File: src/rtl/bank_switch_mapper_with_scanline_irq_core_macros.svh
// Assertion macros for the bank-switch mapper core.
// Used by rtl/bsm_state.sv and the top level; no other dependencies.
`ifndef BANK_SWITCH_MAPPER_WITH_SCANLINE_IRQ_CORE_MACROS_SVH
`define BANK_SWITCH_MAPPER_WITH_SCANLINE_IRQ_CORE_MACROS_SVH
`ifndef SYNTHESIS
`define BSM_ASSERT_IMP(lbl, ck, rstn, ante, cons) \
    lbl: assert property (@(posedge ck) disable iff (!(rstn)) (ante) |-> (cons)) \
        else $error("bsm assertion failed");
`define BSM_ASSERT_NXT(lbl, ck, rstn, ante, cons) \
    lbl: assert property (@(posedge ck) disable iff (!(rstn)) (ante) |=> (cons)) \
        else $error("bsm assertion failed");
`else
`define BSM_ASSERT_IMP(lbl, ck, rstn, ante, cons)
`define BSM_ASSERT_NXT(lbl, ck, rstn, ante, cons)
`endif
`endif

File: src/rtl/bsm_pkg.sv
// Shared types and constants of the bank-switch mapper core.
// No dependencies; imported by every RTL module.
`default_nettype none
package bsm_pkg;

    typedef enum logic [1:0] {
        ACT_CPU_WRITE = 2'd0,
        ACT_PPU_DOT   = 2'd1,
        ACT_CPU_TICK  = 2'd2
    } action_t;

    localparam logic [2:0] GRP_BANK      = 3'b100;
    localparam logic [2:0] GRP_MIRROR    = 3'b101;
    localparam logic [2:0] GRP_IRQ_LATCH = 3'b110;
    localparam logic [2:0] GRP_IRQ_ACK   = 3'b111;

    localparam logic [3:0] CMD_IDX_CHR0 = 4'd0;
    localparam logic [3:0] CMD_IDX_CHR2 = 4'd1;
    localparam logic [3:0] CMD_IDX_CHR4 = 4'd2;
    localparam logic [3:0] CMD_IDX_CHR5 = 4'd3;
    localparam logic [3:0] CMD_IDX_CHR6 = 4'd4;
    localparam logic [3:0] CMD_IDX_CHR7 = 4'd5;
    localparam logic [3:0] CMD_IDX_PRG0 = 4'd6;
    localparam logic [3:0] CMD_IDX_PRG1 = 4'd7;
    localparam logic [3:0] CMD_IDX_CHR1 = 4'd8;
    localparam logic [3:0] CMD_IDX_CHR3 = 4'd9;
    localparam logic [3:0] CMD_IDX_PRG2 = 4'd15;

    localparam int CMD_CHR_INVERT_BIT = 7;
    localparam int CMD_PRG_SWAP_BIT   = 6;
    localparam int CMD_CHR_1K_BIT     = 5;

    localparam logic [7:0] PRG_RESET       = 8'hFF;
    localparam logic [8:0] IRQ_CLOCK_DOT   = 9'd264;
    localparam logic [2:0] PRESCALE_RELOAD = 3'd4;

    typedef struct packed {
        logic [1:0]  action;
        logic [15:0] address;
        logic [7:0]  value;
        logic [8:0]  ppu_dot;
        logic        rendering;
    } req_t;

    typedef struct packed {
        logic [7:0]      command;
        logic [2:0][7:0] prg;
        logic [7:0][7:0] chr;
        logic            mirror;
        logic            irq_line;
    } bank_state_t;

    typedef struct packed {
        logic        irq_asserted;
        logic        mirror_horizontal;
        logic [7:0]  prg_bank_8000;
        logic [7:0]  prg_bank_a000;
        logic [7:0]  prg_bank_c000;
        logic [31:0] chr_banks_lower;
        logic [31:0] chr_banks_upper;
    } result_t;

endpackage
`default_nettype wire

File: src/rtl/bank_switch_mapper_with_scanline_irq_core.sv
// Top level of the bank-switch mapper with scanline IRQ: request register,
// state update (bsm_state), mapping (bsm_map) and result register.
// Depends on bsm_pkg, bsm_state, bsm_map and the core macros header.
//
//   channel  | handshake              | payload
//   request  | in_valid / in_ready    | action, address, value, ppu_dot, rendering
//   result   | out_valid / out_ready  | irq_asserted .. chr_banks_upper
//
// An accepted request passes the request register, then the result register, where it becomes valid.
// One request per cycle sustained while out_ready holds; state updates as the request leaves its register.
// Reset (rst_n low, asynchronous) restores all mapper state and empties both stages.
// A stalled result holds the request stage; in_ready drops only when both are full.
`default_nettype none
`include "bank_switch_mapper_with_scanline_irq_core_macros.svh"
module bank_switch_mapper_with_scanline_irq_core (
    input  wire         clk,
    input  wire         rst_n,
    input  wire         in_valid,
    output logic        in_ready,
    input  wire  [1:0]  action,
    input  wire  [15:0] address,
    input  wire  [7:0]  value,
    input  wire  [8:0]  ppu_dot,
    input  wire         rendering,
    output logic        out_valid,
    input  wire         out_ready,
    output logic        irq_asserted,
    output logic        mirror_horizontal,
    output logic [7:0]  prg_bank_8000,
    output logic [7:0]  prg_bank_a000,
    output logic [7:0]  prg_bank_c000,
    output logic [31:0] chr_banks_lower,
    output logic [31:0] chr_banks_upper
);
    import bsm_pkg::*;

    logic        req_valid_reg;
    req_t        req_reg;
    logic        res_valid_reg;
    result_t     res_reg;
    logic        advance;
    bank_state_t state_next;
    result_t     res_next;

    assign advance  = req_valid_reg && (!res_valid_reg || out_ready);
    assign in_ready = !req_valid_reg || advance;

    bsm_state u_state (
        .clk        (clk),
        .rst_n      (rst_n),
        .upd        (advance),
        .req        (req_reg),
        .state_next (state_next)
    );

    bsm_map u_map (
        .st  (state_next),
        .res (res_next)
    );

    always_ff @(posedge clk or negedge rst_n)
    begin
        if (!rst_n)
        begin
            req_valid_reg <= 1'b0;
            res_valid_reg <= 1'b0;
        end
        else
        begin
            if (in_ready)
            begin
                req_valid_reg <= in_valid;
            end
            if (advance)
            begin
                res_valid_reg <= 1'b1;
            end
            else if (out_ready)
            begin
                res_valid_reg <= 1'b0;
            end
        end
    end

    always_ff @(posedge clk)
    begin
        if (in_valid && in_ready)
        begin
            req_reg.action    <= action;
            req_reg.address   <= address;
            req_reg.value     <= value;
            req_reg.ppu_dot   <= ppu_dot;
            req_reg.rendering <= rendering;
        end
        if (advance)
        begin
            res_reg <= res_next;
        end
    end

    assign out_valid         = res_valid_reg;
    assign irq_asserted      = res_reg.irq_asserted;
    assign mirror_horizontal = res_reg.mirror_horizontal;
    assign prg_bank_8000     = res_reg.prg_bank_8000;
    assign prg_bank_a000     = res_reg.prg_bank_a000;
    assign prg_bank_c000     = res_reg.prg_bank_c000;
    assign chr_banks_lower   = res_reg.chr_banks_lower;
    assign chr_banks_upper   = res_reg.chr_banks_upper;

    `BSM_ASSERT_NXT(a_advance_fills_result, clk, rst_n, advance, res_valid_reg)
    `BSM_ASSERT_IMP(a_ready_when_result_free, clk, rst_n, !res_valid_reg, in_ready)
    `BSM_ASSERT_NXT(a_stalled_request_held, clk, rst_n,
        req_valid_reg && !advance, req_valid_reg && $stable(req_reg))

endmodule
`default_nettype wire

File: src/rtl/bsm_state.sv
// Mapper registers and scanline IRQ counter; applies one request per update.
// Depends on bsm_pkg and the core macros header.
`default_nettype none
`include "bank_switch_mapper_with_scanline_irq_core_macros.svh"
module bsm_state (
    input  wire                 clk,
    input  wire                 rst_n,
    input  wire                 upd,
    input  wire bsm_pkg::req_t  req,
    output bsm_pkg::bank_state_t state_next
);
    import bsm_pkg::*;

    logic [7:0]      command_reg, command_next;
    logic [2:0][7:0] prg_reg, prg_next;
    logic [7:0][7:0] chr_reg, chr_next;
    logic            mirror_reg, mirror_next;
    logic            irq_enable_reg, irq_enable_next;
    logic [7:0]      irq_count_reg, irq_count_next;
    logic [7:0]      irq_reload_reg, irq_reload_next;
    logic            irq_cpu_mode_reg, irq_cpu_mode_next;
    logic            reload_pending_reg, reload_pending_next;
    logic [2:0]      prescaler_reg, prescaler_next;
    logic            irq_line_reg, irq_line_next;

    logic            counter_clk;
    logic [2:0]      prescale_dec;
    logic [2:0]      group;
    logic            odd;

    assign group        = req.address[15:13];
    assign odd          = req.address[0];
    assign prescale_dec = prescaler_reg - 3'd1;

    always_comb
    begin
        command_next        = command_reg;
        prg_next            = prg_reg;
        chr_next            = chr_reg;
        mirror_next         = mirror_reg;
        irq_enable_next     = irq_enable_reg;
        irq_count_next      = irq_count_reg;
        irq_reload_next     = irq_reload_reg;
        irq_cpu_mode_next   = irq_cpu_mode_reg;
        reload_pending_next = reload_pending_reg;
        prescaler_next      = prescaler_reg;
        irq_line_next       = irq_line_reg;
        counter_clk         = 1'b0;

        case (req.action)
            ACT_CPU_WRITE:
            begin
                if (req.address[15])
                begin
                    case (group)
                        GRP_BANK:
                        begin
                            if (!odd)
                            begin
                                command_next = req.value;
                            end
                            else
                            begin
                                case (command_reg[3:0])
                                    CMD_IDX_CHR0: chr_next[0] = req.value;
                                    CMD_IDX_CHR2: chr_next[2] = req.value;
                                    CMD_IDX_CHR4: chr_next[4] = req.value;
                                    CMD_IDX_CHR5: chr_next[5] = req.value;
                                    CMD_IDX_CHR6: chr_next[6] = req.value;
                                    CMD_IDX_CHR7: chr_next[7] = req.value;
                                    CMD_IDX_PRG0: prg_next[0] = req.value;
                                    CMD_IDX_PRG1: prg_next[1] = req.value;
                                    CMD_IDX_CHR1: chr_next[1] = req.value;
                                    CMD_IDX_CHR3: chr_next[3] = req.value;
                                    CMD_IDX_PRG2: prg_next[2] = req.value;
                                    default: ;
                                endcase
                            end
                        end
                        GRP_MIRROR:
                        begin
                            if (!odd)
                            begin
                                mirror_next = req.value[0];
                            end
                        end
                        GRP_IRQ_LATCH:
                        begin
                            if (odd)
                            begin
                                irq_cpu_mode_next   = req.value[0];
                                reload_pending_next = 1'b1;
                            end
                            else
                            begin
                                irq_reload_next = req.value;
                            end
                        end
                        GRP_IRQ_ACK:
                        begin
                            irq_enable_next = odd;
                            if (!odd)
                            begin
                                irq_line_next = 1'b0;
                            end
                        end
                        default: ;
                    endcase
                end
            end
            ACT_PPU_DOT:
            begin
                counter_clk = !irq_cpu_mode_reg && req.rendering
                              && (req.ppu_dot == IRQ_CLOCK_DOT);
            end
            ACT_CPU_TICK:
            begin
                if (irq_cpu_mode_reg)
                begin
                    prescaler_next = prescale_dec;
                    if (prescale_dec == 3'd0)
                    begin
                        prescaler_next = PRESCALE_RELOAD;
                        counter_clk    = 1'b1;
                    end
                end
            end
            default: ;
        endcase

        if (counter_clk)
        begin
            if ((irq_count_reg == 8'd0) || reload_pending_reg)
            begin
                irq_count_next      = irq_reload_reg + {7'd0, reload_pending_reg};
                reload_pending_next = 1'b0;
            end
            else
            begin
                irq_count_next = irq_count_reg - 8'd1;
                if ((irq_count_next == 8'd0) && irq_enable_reg)
                begin
                    irq_line_next = 1'b1;
                end
            end
        end
    end

    always_ff @(posedge clk or negedge rst_n)
    begin
        if (!rst_n)
        begin
            command_reg        <= 8'd0;
            prg_reg            <= {3{PRG_RESET}};
            for (int i = 0; i < 8; i++)
            begin
                chr_reg[i] <= 8'(i);
            end
            mirror_reg         <= 1'b0;
            irq_enable_reg     <= 1'b0;
            irq_count_reg      <= 8'd0;
            irq_reload_reg     <= 8'd0;
            irq_cpu_mode_reg   <= 1'b0;
            reload_pending_reg <= 1'b0;
            prescaler_reg      <= PRESCALE_RELOAD;
            irq_line_reg       <= 1'b0;
        end
        else if (upd)
        begin
            command_reg        <= command_next;
            prg_reg            <= prg_next;
            chr_reg            <= chr_next;
            mirror_reg         <= mirror_next;
            irq_enable_reg     <= irq_enable_next;
            irq_count_reg      <= irq_count_next;
            irq_reload_reg     <= irq_reload_next;
            irq_cpu_mode_reg   <= irq_cpu_mode_next;
            reload_pending_reg <= reload_pending_next;
            prescaler_reg      <= prescaler_next;
            irq_line_reg       <= irq_line_next;
        end
    end

    assign state_next.command  = command_next;
    assign state_next.prg      = prg_next;
    assign state_next.chr      = chr_next;
    assign state_next.mirror   = mirror_next;
    assign state_next.irq_line = irq_line_next;

    `BSM_ASSERT_IMP(a_prescaler_range, clk, rst_n, 1'b1,
        (prescaler_reg != 3'd0) && (prescaler_reg <= PRESCALE_RELOAD))
    `BSM_ASSERT_IMP(a_irq_rise_enabled, clk, rst_n, $rose(irq_line_reg),
        irq_enable_reg)
    `BSM_ASSERT_NXT(a_irq_ack_clears, clk, rst_n,
        upd && (req.action == ACT_CPU_WRITE) && (req.address[15:13] == GRP_IRQ_ACK)
            && !req.address[0],
        !irq_line_reg && !irq_enable_reg)

endmodule
`default_nettype wire

File: src/rtl/bsm_map.sv
// Slot mapping: PRG slot rotation and CHR 2KB pairing and half swap.
// Depends on bsm_pkg.
`default_nettype none
module bsm_map (
    input  wire bsm_pkg::bank_state_t st,
    output bsm_pkg::result_t          res
);
    import bsm_pkg::*;

    logic [3:0][7:0] half_a;
    logic [3:0][7:0] half_b;

    always_comb
    begin
        if (st.command[CMD_CHR_1K_BIT])
        begin
            half_a = {st.chr[3], st.chr[2], st.chr[1], st.chr[0]};
        end
        else
        begin
            half_a = {st.chr[2] | 8'h01, st.chr[2] & 8'hFE,
                      st.chr[0] | 8'h01, st.chr[0] & 8'hFE};
        end
        half_b = {st.chr[7], st.chr[6], st.chr[5], st.chr[4]};

        res.irq_asserted      = st.irq_line;
        res.mirror_horizontal = st.mirror;

        if (st.command[CMD_CHR_INVERT_BIT])
        begin
            res.chr_banks_lower = half_b;
            res.chr_banks_upper = half_a;
        end
        else
        begin
            res.chr_banks_lower = half_a;
            res.chr_banks_upper = half_b;
        end

        if (st.command[CMD_PRG_SWAP_BIT])
        begin
            res.prg_bank_8000 = st.prg[2];
            res.prg_bank_a000 = st.prg[0];
            res.prg_bank_c000 = st.prg[1];
        end
        else
        begin
            res.prg_bank_8000 = st.prg[0];
            res.prg_bank_a000 = st.prg[1];
            res.prg_bank_c000 = st.prg[2];
        end
    end

endmodule
`default_nettype wire
File: config.mk
export PLATFORM = sky130hd
export DESIGN_NAME = bank_switch_mapper_with_scanline_irq_core
export DESIGN_NICKNAME = d
export VERILOG_FILES = /design/src/rtl/bsm_pkg.sv /design/src/rtl/bank_switch_mapper_with_scanline_irq_core.sv /design/src/rtl/bsm_state.sv /design/src/rtl/bsm_map.sv
export VERILOG_INCLUDE_DIRS = /design/src /design/src/rtl
export SDC_FILE = /design/constraint.sdc
export NUM_CORES = 1
export LEC_CHECK = 0
export BUFFER_PORTS_ARGS = -buffer_cell sky130_fd_sc_hd__buf_2
export CAP_MARGIN = 5
export CORE_AREA = 2 2 154 126
export CTS_CLUSTER_SIZE = 40
export DETAILED_ROUTE_END_ITERATION = 8
export DIE_AREA = 0 0 156 128
export PLACE_DENSITY = 0.83
export SLEW_MARGIN = 5
export SYNTH_ARGS = -nofsm -noshare
export SYNTH_HDL_FRONTEND = slang
export SYNTH_SLANG_ARGS = --single-unit
File: constraint.sdc
create_clock -name clk -period 4.73 [get_ports clk]
set_clock_uncertainty 0.1 [all_clocks]
set_input_delay 0.473 -clock clk [delete_from_list [all_inputs] [get_ports clk]]
set_output_delay 0.473 -clock clk [all_outputs]
set_load 0.005 [all_outputs]
# == Word-level counts from Yosys, hierarchy flattened ==
# Index checks and enable logic that the tools add are counted.
# word_totals
in_bits,40
reg_bits,248
wordCells,129
# classes
n_reduce_logical,23
n_addsub,3
bitwise_logic,1
n_eq_ne,17
muxes,50
# op_table
operator,count
$mux 64,5
$mux 8,16
$mux 24,5
$mux 32,1
$mux 1,21
$eq 4x3->1 const B,4
$logic_not 8->1,2
$reduce_and 5->1,3
$eq 3x3->1 const B,4
$eq 4x4->1 const B,3
$eq 9x9->1 const B,1
$add 8x1->8,1
$eq 4x2->1 const B,2
$sub 8x1->8 const B,1
$logic_and 1x1->1,5
$eq 4x1->1 const B,1
$logic_not 4->1,1
$reduce_and 4->1,1
$logic_not 1->1,3
$logic_not 3->1,1
$logic_or 1x1->1,3
$mux 3,1
$reduce_and 3->1,1
$sub 3x1->3 const B,1
7 further kinds,7

# == Longest topological paths before layout ==
# Gate-level depths: netlist of run 1.
# logic_depth
word_depth,8
depth_mapped,10

# == Cells and area by module ==
# Synthesis of run 1 repeated with hierarchy kept, for this count alone.
# unflattened
cells_unflattened,788
area_unflattened_um2,11771.3
# by_module_without_submodules
mod,area_per_inst_um2,n_inst,seq_area_each_um2,cells_per_inst
bsm_state,6585.1,1,3049.2,519
bank_switch_mapper_with_scanline_irq_core,3887.5,1,3833.7,134
bsm_map,1298.7,1,0.0,135

# == Least setup slack after synthesis of run 1 ==
# OpenSTA, ideal clock, no wires.
# synth_timing
kind,input -> register
start,in out_ready
end,reg u_state.chr_reg[10] in the netlist's numbering
setup_time_ns,0.125
required_time_ns,4.505
setup_slack_ns,1.540
stages,6
path_buffers,1
arrival_ns,2.965
cell_sequence,nand2b_1 nand2_1 inv_1 buf_2 nand2_1 mux2_2
# synth_between
elab_chain_cells,2
# synth_rtl
element,line_no,rtl
from (decl),bank_switch_mapper_with_scanline_irq_core.sv:26,"input wire out_ready,"
$logic_or 1x1->1,bank_switch_mapper_with_scanline_irq_core.sv:45,assign advance = req_valid_reg && (!res_valid_reg || out_ready);
$logic_and 1x1->1,bank_switch_mapper_with_scanline_irq_core.sv:45,
net advance,bank_switch_mapper_with_scanline_irq_core.sv:41,logic advance;
"to (signal, indexed assignment)",bsm_state.sv:157,chr_reg[i] <= 8'(i);
to (signal assigned),bsm_state.sv:172,chr_reg <= chr_next;
to (decl),bsm_state.sv:16,"logic [7:0][7:0] chr_reg, chr_next;"
# The timed path passes the listed nets, and every way through them passes these cells.
# A chain may end at the register's enable or synchronous reset.

# == Worst setup path after layout of run 1 ==
# layout_timing
start,reg req_reg[34] in the netlist's numbering
end,reg u_state.chr_reg[16] in the netlist's numbering
# layout_between
elab_chain_cells,2
# layout_rtl
element,line_no,rtl
from (decl),bank_switch_mapper_with_scanline_irq_core.sv:38,req_t req_reg;
$logic_not 2->1,bsm_state.sv:50,case (req.action)
$mux 64,bsm_state.sv:50,
# Every way passes these cells.

==> results.cfg, run 1 <==
[clock_network]
cts_resized = 0
hold_buffers = 0
numClockSinks = 235
clk_path_buf_depth = 3
postCtsSetupBuffers = 0
htree_num_levels = 1
clkTransAtPathRegs_ns = 0.07
cts_root_buf = clkbuf_16
cts_tree = done
numCtsBuffers = 23
clk_latency_ns = 0.51

[pwr]
power.switching_mw = 1.268
power_mw = 4.979
internal-power_mw = 3.710
vdd_drop_max_v = 0.0002858
clkPwrFrac_pct = 37.0
switching_share_pct = 25.48
pwr-share-comb_pct = 14.0
seqPwrFrac_pct = 48.9
power.density_nw_per_um2 = 385.0
p_leak_nw = 5.486

[critical_path]
cp-end-kind = register
cp.arrival_ns = 3.88
r2r_start = req_reg[34]$_DFFE_PP_
crit_type = reg2reg
crit_start = req_reg[34]$_DFFE_PP_
worst-path-max-fanout = 21
critPathRequiredTime_ns = 5.03
cp-start-kind = register

[sta]
finalSetupViolCount = 0
finalSetupTns_ns = 0
drv_slew = 0
min_period_over_period_pct = 75.82
holdWs_ns = 0.03941
slew_headroom_pct = 26.50
max_freq_ghz = 0.2788
hold_viol_final = 0
tightest_slew_ns = 1.102
fin_crit_ns = 3.586
rsz0062_at_grt = no

[yosys]
async_reset_ff_share_pct = 51.49
synth_top_area_share_pct = 29.93
synth_ff_type = edfxtp_1
synth.area.top_cells = edfxtp_1 (30%), dfrtp_1 (18%), dfstp_2 (8.5%)
synth_cells = 941
ys_warn_count = 0
synth.largest_area_cell = edfxtp_1
synth_edf_count = 114
avgSynthCellArea_um2 = 12.16
ys_ff_latch = 235
yosysSeqAreaShare_pct = 56.80
netlist_area_um2 = 11440
netlist-cell-type-count = 69
syn_nets = 991

[global_route]
antenna_found_initial = 0
grt_pass1_vias = 8066
grt_pass1_wl_mm = 42.84
grt_remaining_overflow = 0
grt_max_degree = 86
grt_util_all_layers_pct = 27.39

[final_layout]
seq_area_um2 = 6497
diodes = 0
largest_reg_flops = 64
nFillCells = 1270
multi_input_area_um2 = 4501
fin_util_pct = 69.80
areaGrowthSynthToFinish_pct = 13.04
drive_gt1_share_pct = 33.49
final_nets = 1094

[route]
first_pass_iters = 7
via_count = 8231
drt_iter0_markers = 842
detail_route.vias_per_cell = 6.356
wl_per_cell_um = 20.85
route.detailed.drc = 0
ant_nets = 0
wl_mm = 27.00

[floorplanning]
dieArea_um2 = 19970
start_util_pct = 61.75
io_pins = 132
die_w_um = 156
rows = 45
core_area_um2 = 18520
die_height_um = 128

[worst_hold_path]
min_path_type = in2reg
worstHoldStart = value[3]

[placement]
place.gp.congestion = 0.9096
hpwlAfterDp_mm = 17.63
numPortBuffers = 119

[job]
cap_violations = 0

[outcome]
status = complete, no violations
per-layer routing:
| metal | share of wire, % | up-vias | routed length (um) | GRT usage [%] |
|---|---|---|---|---|
| li1 | - | 3734 | - | - |
| met1 | 42 | 4028 | 11280 | 38.83 |
| met2 | 46 | 386 | 12440 | 43.28 |
| met3 | 8.6 | 83 | 2335 | 4.632 |
| met4 | 3.5 | 0 | 946 | 9.822 |
| met5 | 0 | - | 0 | 0 |
synth_stat cells (4+ instances only):
library cell / number
edfxtp_1: 114
dfrtp_1: 84
mux2_2: 78
nand2_1: 70
nor2_1: 48
mux2i_1: 41
o21ai_0: 41
inv_1: 39
dfstp_2: 37
a21oi_1: 31
clkbuf_1: 30
nor3_1: 29
a221oi_1: 23
or2_2: 23
buf_2: 18
o31ai_1: 17
and4_1: 16
a22oi_1: 15
nand4_1: 15
o221a_1: 15
nand3_1: 13
o21ai_1: 12
ha_1: 10
nor4_2: 10
and3_1: 9
o221a_2: 7
o32ai_1: 7
nand3_2: 6
nor4_1: 6
nand2b_1: 5
xnor2_1: 5
xor2_1: 5
buf_4: 4
cells in the final DEF, fill, tap and decap left out, types with 5 or more instances in the layout:
master,n
nand4_1,15
clkbuf_1,11
o21ai_0,41
a21oi_1,31
edfxtp_1,114
dfstp_2,37
xnor2_1,5
a22oi_1,15
a221oi_1,23
mux2_2,78
o21ai_1,12
xor2_1,5
nor3_1,29
buf_2,118
nand3_1,13
clkbuf_16,23
nor4_1,6
and4_1,16
o221a_2,7
nor2_1,48
buf_4,19
dfrtp_1,84
o32ai_1,7
nand3_2,6
inv_1,38
or2_2,23
ha_1,10
and3_1,9
mux2i_1,41
nor4_2,10
o31ai_1,17
nand2_1,70
o221a_1,15
nand2b_1,5
critical path: stages, from the launching register on:
cell and delay, ns:
edfxtp_1 0.39, inv_1 0.10, ha_1 0.28, and4bb_1 0.72, buf_4 0.29, nand3_2 0.32, nor2_1 0.86, mux2_2 0.42
power groups by stage:
stage / clock [mW] / combinational [mW] / sequential, mW
2_1_floorplan: 0 / 0.453 / 2.45
3_3_place_gp: 0 / 0.669 / 2.47
3_5_place_dp: 0 / 0.691 / 2.47
4_1_cts: 1.86 / 0.695 / 2.43
5_1_grt: 1.94 / 0.768 / 2.45
6_report: 1.84 / 0.699 / 2.44
metrics by stage:
stage	area [um2]	setup WS (ns)	instances
2_1_floorplan	11440	1.540	941
6_report	12930	1.144	1295
3_5_place_dp	12180	1.223	1254
4_1_cts	12930	1.197	1295
3_3_place_gp	12180	1.283	1254
5_1_grt	12930	0.9215	1295
path summary, 6_finish.rpt:
path	to	slack, ns	cells past startpoint
max	u_state.chr_reg[16]$_DFFE_PN0P_	1.14	7
min	req_reg[13]$_DFFE_PP_	0.04	1
max reg2reg	u_state.chr_reg[16]$_DFFE_PN0P_	1.14	7
min reg2reg	u_state.mirror_reg$_DFFE_PN0P_	0.38	2
max in group asynchronous	u_state.chr_reg[56]$_DFFE_PN1P_	3.33	2
min in group asynchronous	u_state.chr_reg[55]$_DFFE_PN0P_	0.09	1
logic make-up (layout without fill, tap and decap cells):
group | after synthesis | in the layout | share of synthesized area, %
adders and majority gates | 10 | 10 | 1.094
DFF | 235 | 235 | 56.80
buffers and inverters | 101 | 220 | 3.850
muxes | 121 | 121 | 11.58
xor gates and xnor gates | 10 | 10 | 0.7657
AOI/OAI and AO/OA | 184 | 184 | 11.39
and+or+nand+nor | 280 | 280 | 14.52
area by class of cell:
type	instances	share of cell area, %
Clock buffer	36	4.984
Sequential cell	235	50.25
Inverter	42	1.229
Multi-Input combinational cell	605	34.81
Timing Repair Buffer	137	5.671
Tap cell	235	2.274
Clock inverter	5	0.7838
Note: power is estimated with default switching activity, not from simulation.
==> inputs of run 2 (changes only) <==
--- a/config.mk
+++ b/config.mk
@@ -8,11 +8,11 @@
 export LEC_CHECK = 0
 export BUFFER_PORTS_ARGS = -buffer_cell sky130_fd_sc_hd__buf_2
 export CAP_MARGIN = 5
-export CORE_AREA = 2 2 154 126
+export CORE_AREA = 2 2 159 130
 export CTS_CLUSTER_SIZE = 40
 export DETAILED_ROUTE_END_ITERATION = 8
-export DIE_AREA = 0 0 156 128
-export PLACE_DENSITY = 0.83
+export DIE_AREA = 0 0 161 132
+export PLACE_DENSITY = 0.79
 export SLEW_MARGIN = 5
 export SYNTH_ARGS = -nofsm -noshare
 export SYNTH_HDL_FRONTEND = slang
==> constraint.sdc (replaced) <==
create_clock -name clk -period 3.45 [get_ports clk]
set_clock_uncertainty 0.1 [all_clocks]
set_input_delay 0.345 -clock clk [delete_from_list [all_inputs] [get_ports clk]]
set_output_delay 0.345 -clock clk [all_outputs]
set_load 0.005 [all_outputs]
==> run 2 against run 1 <==
Maximum frequency is 13% higher. Critical path depth stayed put. First-iteration DRC count is 13% lower. Hold slack worse by 0.027 ns. Sequential cell count stayed put. Core utilization is 1.5 points lower. Worst setup slack worse by 0.87 ns. Power is 38% higher. Register-to-register slack worse by 0.87 ns. Cell area is 3.4% higher. Via count is 1.2% higher. Largest power group unchanged. Highest routed layer unchanged.
==> results.cfg, run 2 (synthesis results as in run 1) <==
[route]
detail_route.vias_per_cell = 6.090
via_count = 8331
wl_per_cell_um = 20.32
first_pass_iters = 5
route.detailed.drc = 0
ant_nets = 0
drt_iter0_markers = 731
wl_mm = 27.79

[clock_network]
clkTransAtPathRegs_ns = 0.06
numClockSinks = 235
numCtsBuffers = 24
cts_root_buf = clkbuf_16
clk_latency_ns = 0.52
cts_resized = 0
cts_tree = done
clk_path_buf_depth = 3
htree_num_levels = 1

[pwr]
power.density_nw_per_um2 = 514.3
p_leak_nw = 5.682
vdd_drop_max_v = 0.0004227
power_mw = 6.878

[sta]
fin_crit_ns = 3.174
hold_viol_final = 0
max_freq_ghz = 0.3151
finalSetupViolCount = 0
slew_headroom_pct = 28.12
rsz0062_at_grt = no
drv_slew = 0
tightest_slew_ns = 1.078
min_period_over_period_pct = 91.99
finalSetupTns_ns = 0

[critical_path]
worst-path-max-fanout = 13
cp.arrival_ns = 3.31
crit_type = reg2reg
critPathRequiredTime_ns = 3.59
cp-start-kind = register
cp-end-kind = register

[placement]
placed_cell_area_um2 = 12350
place.gp.congestion = 0.9180
dp.cells = 1298
hpwlAfterDp_mm = 17.71
numPortBuffers = 119

[global_route]
grt_remaining_overflow = 0
grt_util_all_layers_pct = 25.77
grt_pass1_vias = 8008
grt_pass1_wl_mm = 43.15
antenna_found_initial = 0
grt_max_degree = 88

[floorplanning]
dieArea_um2 = 21250
start_util_pct = 58.45
core_area_um2 = 19570
die_height_um = 132
die_w_um = 161
rows = 46
io_pins = 132

[final_layout]
final_nets = 1136
postLayoutCellArea_um2 = 13370
diodes = 0
largest_reg_flops = 64
drive_gt1_share_pct = 33.70
final_cells = 1368
areaGrowthSynthToFinish_pct = 16.91
layout_commonest_cell = buf_2
final_cell_mix = buf_2 (118), edfxtp_1 (114), dfrtp_1 (84), mux2_2 (78), nand2_1 (70)
fin_util_pct = 68.34

[outcome]
status = complete, no violations

[worst_hold_path]
min_path_type = in2reg

[job]
cap_violations = 0
## run 2: through the flow
stage / hold WS, ns / setup slack (ns)
floorplan: -0.05059 / 0.3593
global placement: 0.2394 / 0.4151
detailed placement: 0.2408 / 0.3086
CTS: 0.01424 / 0.3053
global route: 0.03307 / 0.1030
finish: 0.01213 / 0.2764
## run 2: cell type report
| cell class | count | area [um2] |
|---|---|---|
| Multi-Input combinational cell | 605 | 4501 |
| Clock buffer | 34 | 669.4 |
| Tap cell | 264 | 330.3 |
| Timing Repair Buffer | 178 | 1119 |
| Fill cell | 1436 | 6196 |
| Clock inverter | 10 | 97.59 |
| Inverter | 42 | 158.9 |
| Sequential cell | 235 | 6497 |
## run 2: final timing paths
kind / slack (ns) / endpoint / cells after the start / start
max reg2reg: 0.28 / chr_banks_upper[26]$_DFFE_PP_ / 7 / req_reg[34]$_DFFE_PP_
max in group asynchronous: 2.18 / u_state.chr_reg[56]$_DFFE_PN1P_ / 3 / rst_n
min in group asynchronous: 0.23 / u_state.irq_count_reg[4]$_DFFE_PN0P_ / 2 / rst_n
min reg2reg: 0.38 / u_state.chr_reg[48]$_DFFE_PN0P_ / 2 / u_state.chr_reg[48]$_DFFE_PN0P_
min: 0.01 / out_valid$_DFFE_PN0P_ / 3 / out_ready
max: 0.28 / chr_banks_upper[26]$_DFFE_PP_ / 7 / req_reg[34]$_DFFE_PP_
## run 2: worst max-delay path, stage by stage (launching register included)
cell and delay [ns]:
edfxtp_1 0.39, inv_1 0.11, ha_1 0.28, and4bb_1 0.71, nand3_2 0.34, and4_1 0.30, nor3_1 0.50, mux2i_1 0.15
## run 2: metal layers
metal	part of all wire (%)	up-vias	track usage (%)
met5	0	-	0
li1	-	3824	-
met3	9.3	87	5.002
met2	46	388	40.87
met1	41	4032	35.87
met4	3.7	0	9.077
## run 2: report_power, final
part	total, mW	leakage [nW]	switching [mW]	internal, mW
Sequential	3.33	2.55	0.117	3.21
Clock	2.53	0.371	1.04	1.50
Combinational	1.02	2.76	0.610	0.409
## run 2: timing repair
item                                   in CTS  in global routing
buffers inserted                            0                  0
hold buffers                               26                  0
endpoints found under the hold margin      45                  0
setup endpoints to repair                   0                  0
==> inputs of run 3 (changes only) <==
--- a/config.mk
+++ b/config.mk
@@ -8,11 +8,12 @@
 export LEC_CHECK = 0
 export BUFFER_PORTS_ARGS = -buffer_cell sky130_fd_sc_hd__buf_2
 export CAP_MARGIN = 5
-export CORE_AREA = 2 2 159 130
-export CTS_CLUSTER_SIZE = 40
+export CORE_AREA = 2 2 206 167
+export CTS_CLUSTER_SIZE = 24
 export DETAILED_ROUTE_END_ITERATION = 8
-export DIE_AREA = 0 0 161 132
-export PLACE_DENSITY = 0.79
+export DIE_AREA = 0 0 208 169
+export GPL_TIMING_DRIVEN = 0
+export PLACE_DENSITY = 0.51
 export SLEW_MARGIN = 5
 export SYNTH_ARGS = -nofsm -noshare
 export SYNTH_HDL_FRONTEND = slang
==> run 3 against run 2 <==
First-iteration DRC count is 3.4% lower. Clock power is 15% higher. Core utilization fell by 27 points. Maximum frequency decreased by 3.0%. Hold slack better by 0.17 ns. Critical endpoint is now prg_bank_8000[4]$_DFFE_PP_. Largest power group unchanged. Highest routed layer unchanged.
==> results.cfg, run 3 (synthesis results as in run 1) <==
[outcome]
status = complete, no violations

[final_layout]
nFillCells = 3260
final_nets = 1167
postLayoutCellArea_um2 = 13810
areaGrowthSynthToFinish_pct = 20.77
final_cell_mix = buf_2 (135), edfxtp_1 (114), dfrtp_1 (84), mux2_2 (78), nand2_1 (70)
largest_reg_flops = 64
layout_commonest_cell = buf_2
drive_gt1_share_pct = 33.25
diodes = 0

[global_route]
grt_max_degree = 86
grt_pass1_wl_mm = 51.13
grt_remaining_overflow = 0
antenna_found_initial = 0
grt_util_all_layers_pct = 19.14
grt_use_met1_pct = 28.08
met2_usage_pct = 28.86
grtUsageMet3_pct = 3.878
grt_pass1_vias = 8166
busiest_layer = met2

[job]
cap_violations = 0

[placement]
place.gp.congestion = 0.8858
numPortBuffers = 119
placed_cell_area_um2 = 12640
pre_cts_ws_ns = 0.1402
hpwlAfterDp_mm = 23.15

[route]
wl_per_cell_um = 21.74
via_count = 8381
detail_route.vias_per_cell = 5.335
wl_mm = 34.16
route.detailed.drc = 0
drt_iter0_markers = 706
ant_nets = 0
first_pass_iters = 5

[floorplanning]
die_w_um = 208
core_area_um2 = 33180
start_util_pct = 34.47
dieArea_um2 = 35150
rows = 60
die_height_um = 169
io_pins = 132

[pwr]
p_leak_nw = 5.774
power.density_nw_per_um2 = 529.6
vdd_drop_max_v = 0.0002962

[clock_network]
postCtsSetupBuffers = 0
htree_num_levels = 1
numClockSinks = 235
cts_tree = done
numCtsBuffers = 26
clk_path_buf_depth = 3
cts_root_buf = clkbuf_16
clkTransAtPathRegs_ns = 0.07
clk_latency_ns = 0.54

[sta]
min_period_over_period_pct = 94.82
finalSetupViolCount = 0
hold_viol_final = 0
slew_headroom_pct = 23.20
holdWs_ns = 0.1826
fin_ws_ns = 0.1787
drv_slew = 0
rsz0062_at_grt = no
max_freq_ghz = 0.3057
tightest_slew_ns = 1.152
fin_crit_ns = 3.271

[critical_path]
rr_worst_depth = 6
critPathRequiredTime_ns = 3.58
r2r_start = req_reg[16]$_DFFE_PP_
crit_start = req_reg[16]$_DFFE_PP_
cp.arrival_ns = 3.40
regToRegSetupSlack_ns = 0.18
cp-end-kind = register
r2r_end = prg_bank_8000[4]$_DFFE_PP_
crit_type = reg2reg
worst-path-max-fanout = 10
cp-start-kind = register

[worst_hold_path]
min_path_type = in2async
[run 3: worst max-delay path, cell delays in order (launching register included)]
cell	delay (ns)
edfxtp_1	0.39
clkbuf_1	0.76
clkinvlp_4	0.65
nor3_1	0.56
o21ai_2	0.26
nor2_1	0.16
a221oi_1	0.07
[run 3: final cells by class]
class                      instances  area (um2)  share of cell area [%]
buffer                            59       285.3                   2.065
clock buffer                      34       742.0                   5.371
clock inverter                    14       157.7                   1.141
inverter                          42       161.4                   1.168
multi-input combinational        605        4501                   32.58
sequential                       235        6497                   47.03
tap                              434       543.0                   3.931
timing repair buffer             148       927.1                   6.711
[run 3: how the worst max path moves through the flow]
stage / to / slack [ns] / cells after the start
2_1_floorplan: u_state.chr_reg[10]$_DFFE_PN0P_ / 0.36 / 6
3_5_place_dp: prg_bank_8000[4]$_DFFE_PP_ / 0.14 / 6
6_report: prg_bank_8000[4]$_DFFE_PP_ / 0.18 / 6
4_1_cts: prg_bank_8000[1]$_DFFE_PP_ / 0.12 / 6
3_3_place_gp: u_state.irq_count_reg[1]$_DFFE_PN0P_ / -0.99 / 8
5_1_grt: u_state.command_reg[3]$_DFFE_PN0P_ / 0.04 / 11
[run 3: per-layer routing]
metal  wire, um  vias up
li1           -     3882
met1      16150     4149
met2      14820      297
met3       2290       53
met4        894        0
met5          0        -
[run 3: power breakdown]
| group | switching (mW) | leakage [nW] | total (mW) | internal (mW) |
|---|---|---|---|---|
| Sequential | 0.114 | 2.55 | 3.32 | 3.21 |
| Clock | 1.17 | 0.435 | 2.91 | 1.74 |
| Combinational | 0.669 | 2.79 | 1.08 | 0.413 |
| Total | 1.96 | 5.77 | 7.32 | 5.36 |
[run 3: metrics by stage]
stage / utilization [%] / setup TNS (ns) / std cells / power [mW]
global placement: 37.90 / -41.88 / 1494 / 4.417
detailed placement: 38.10 / 0 / 1496 / 4.434
CTS: 41.62 / 0 / 1571 / 7.392
global route: 41.63 / 0 / 1571 / 7.618
floorplan: - / 0 / 941 / 3.983
finish: 41.63 / 0 / 1571 / 7.317
[run 3: what timing repair did]
action                                 in CTS  in global routing
gates resized for setup                     0                  1
hold buffers                               27                  0
endpoints found under the hold margin      62                  0
setup endpoints to repair                   0                 16
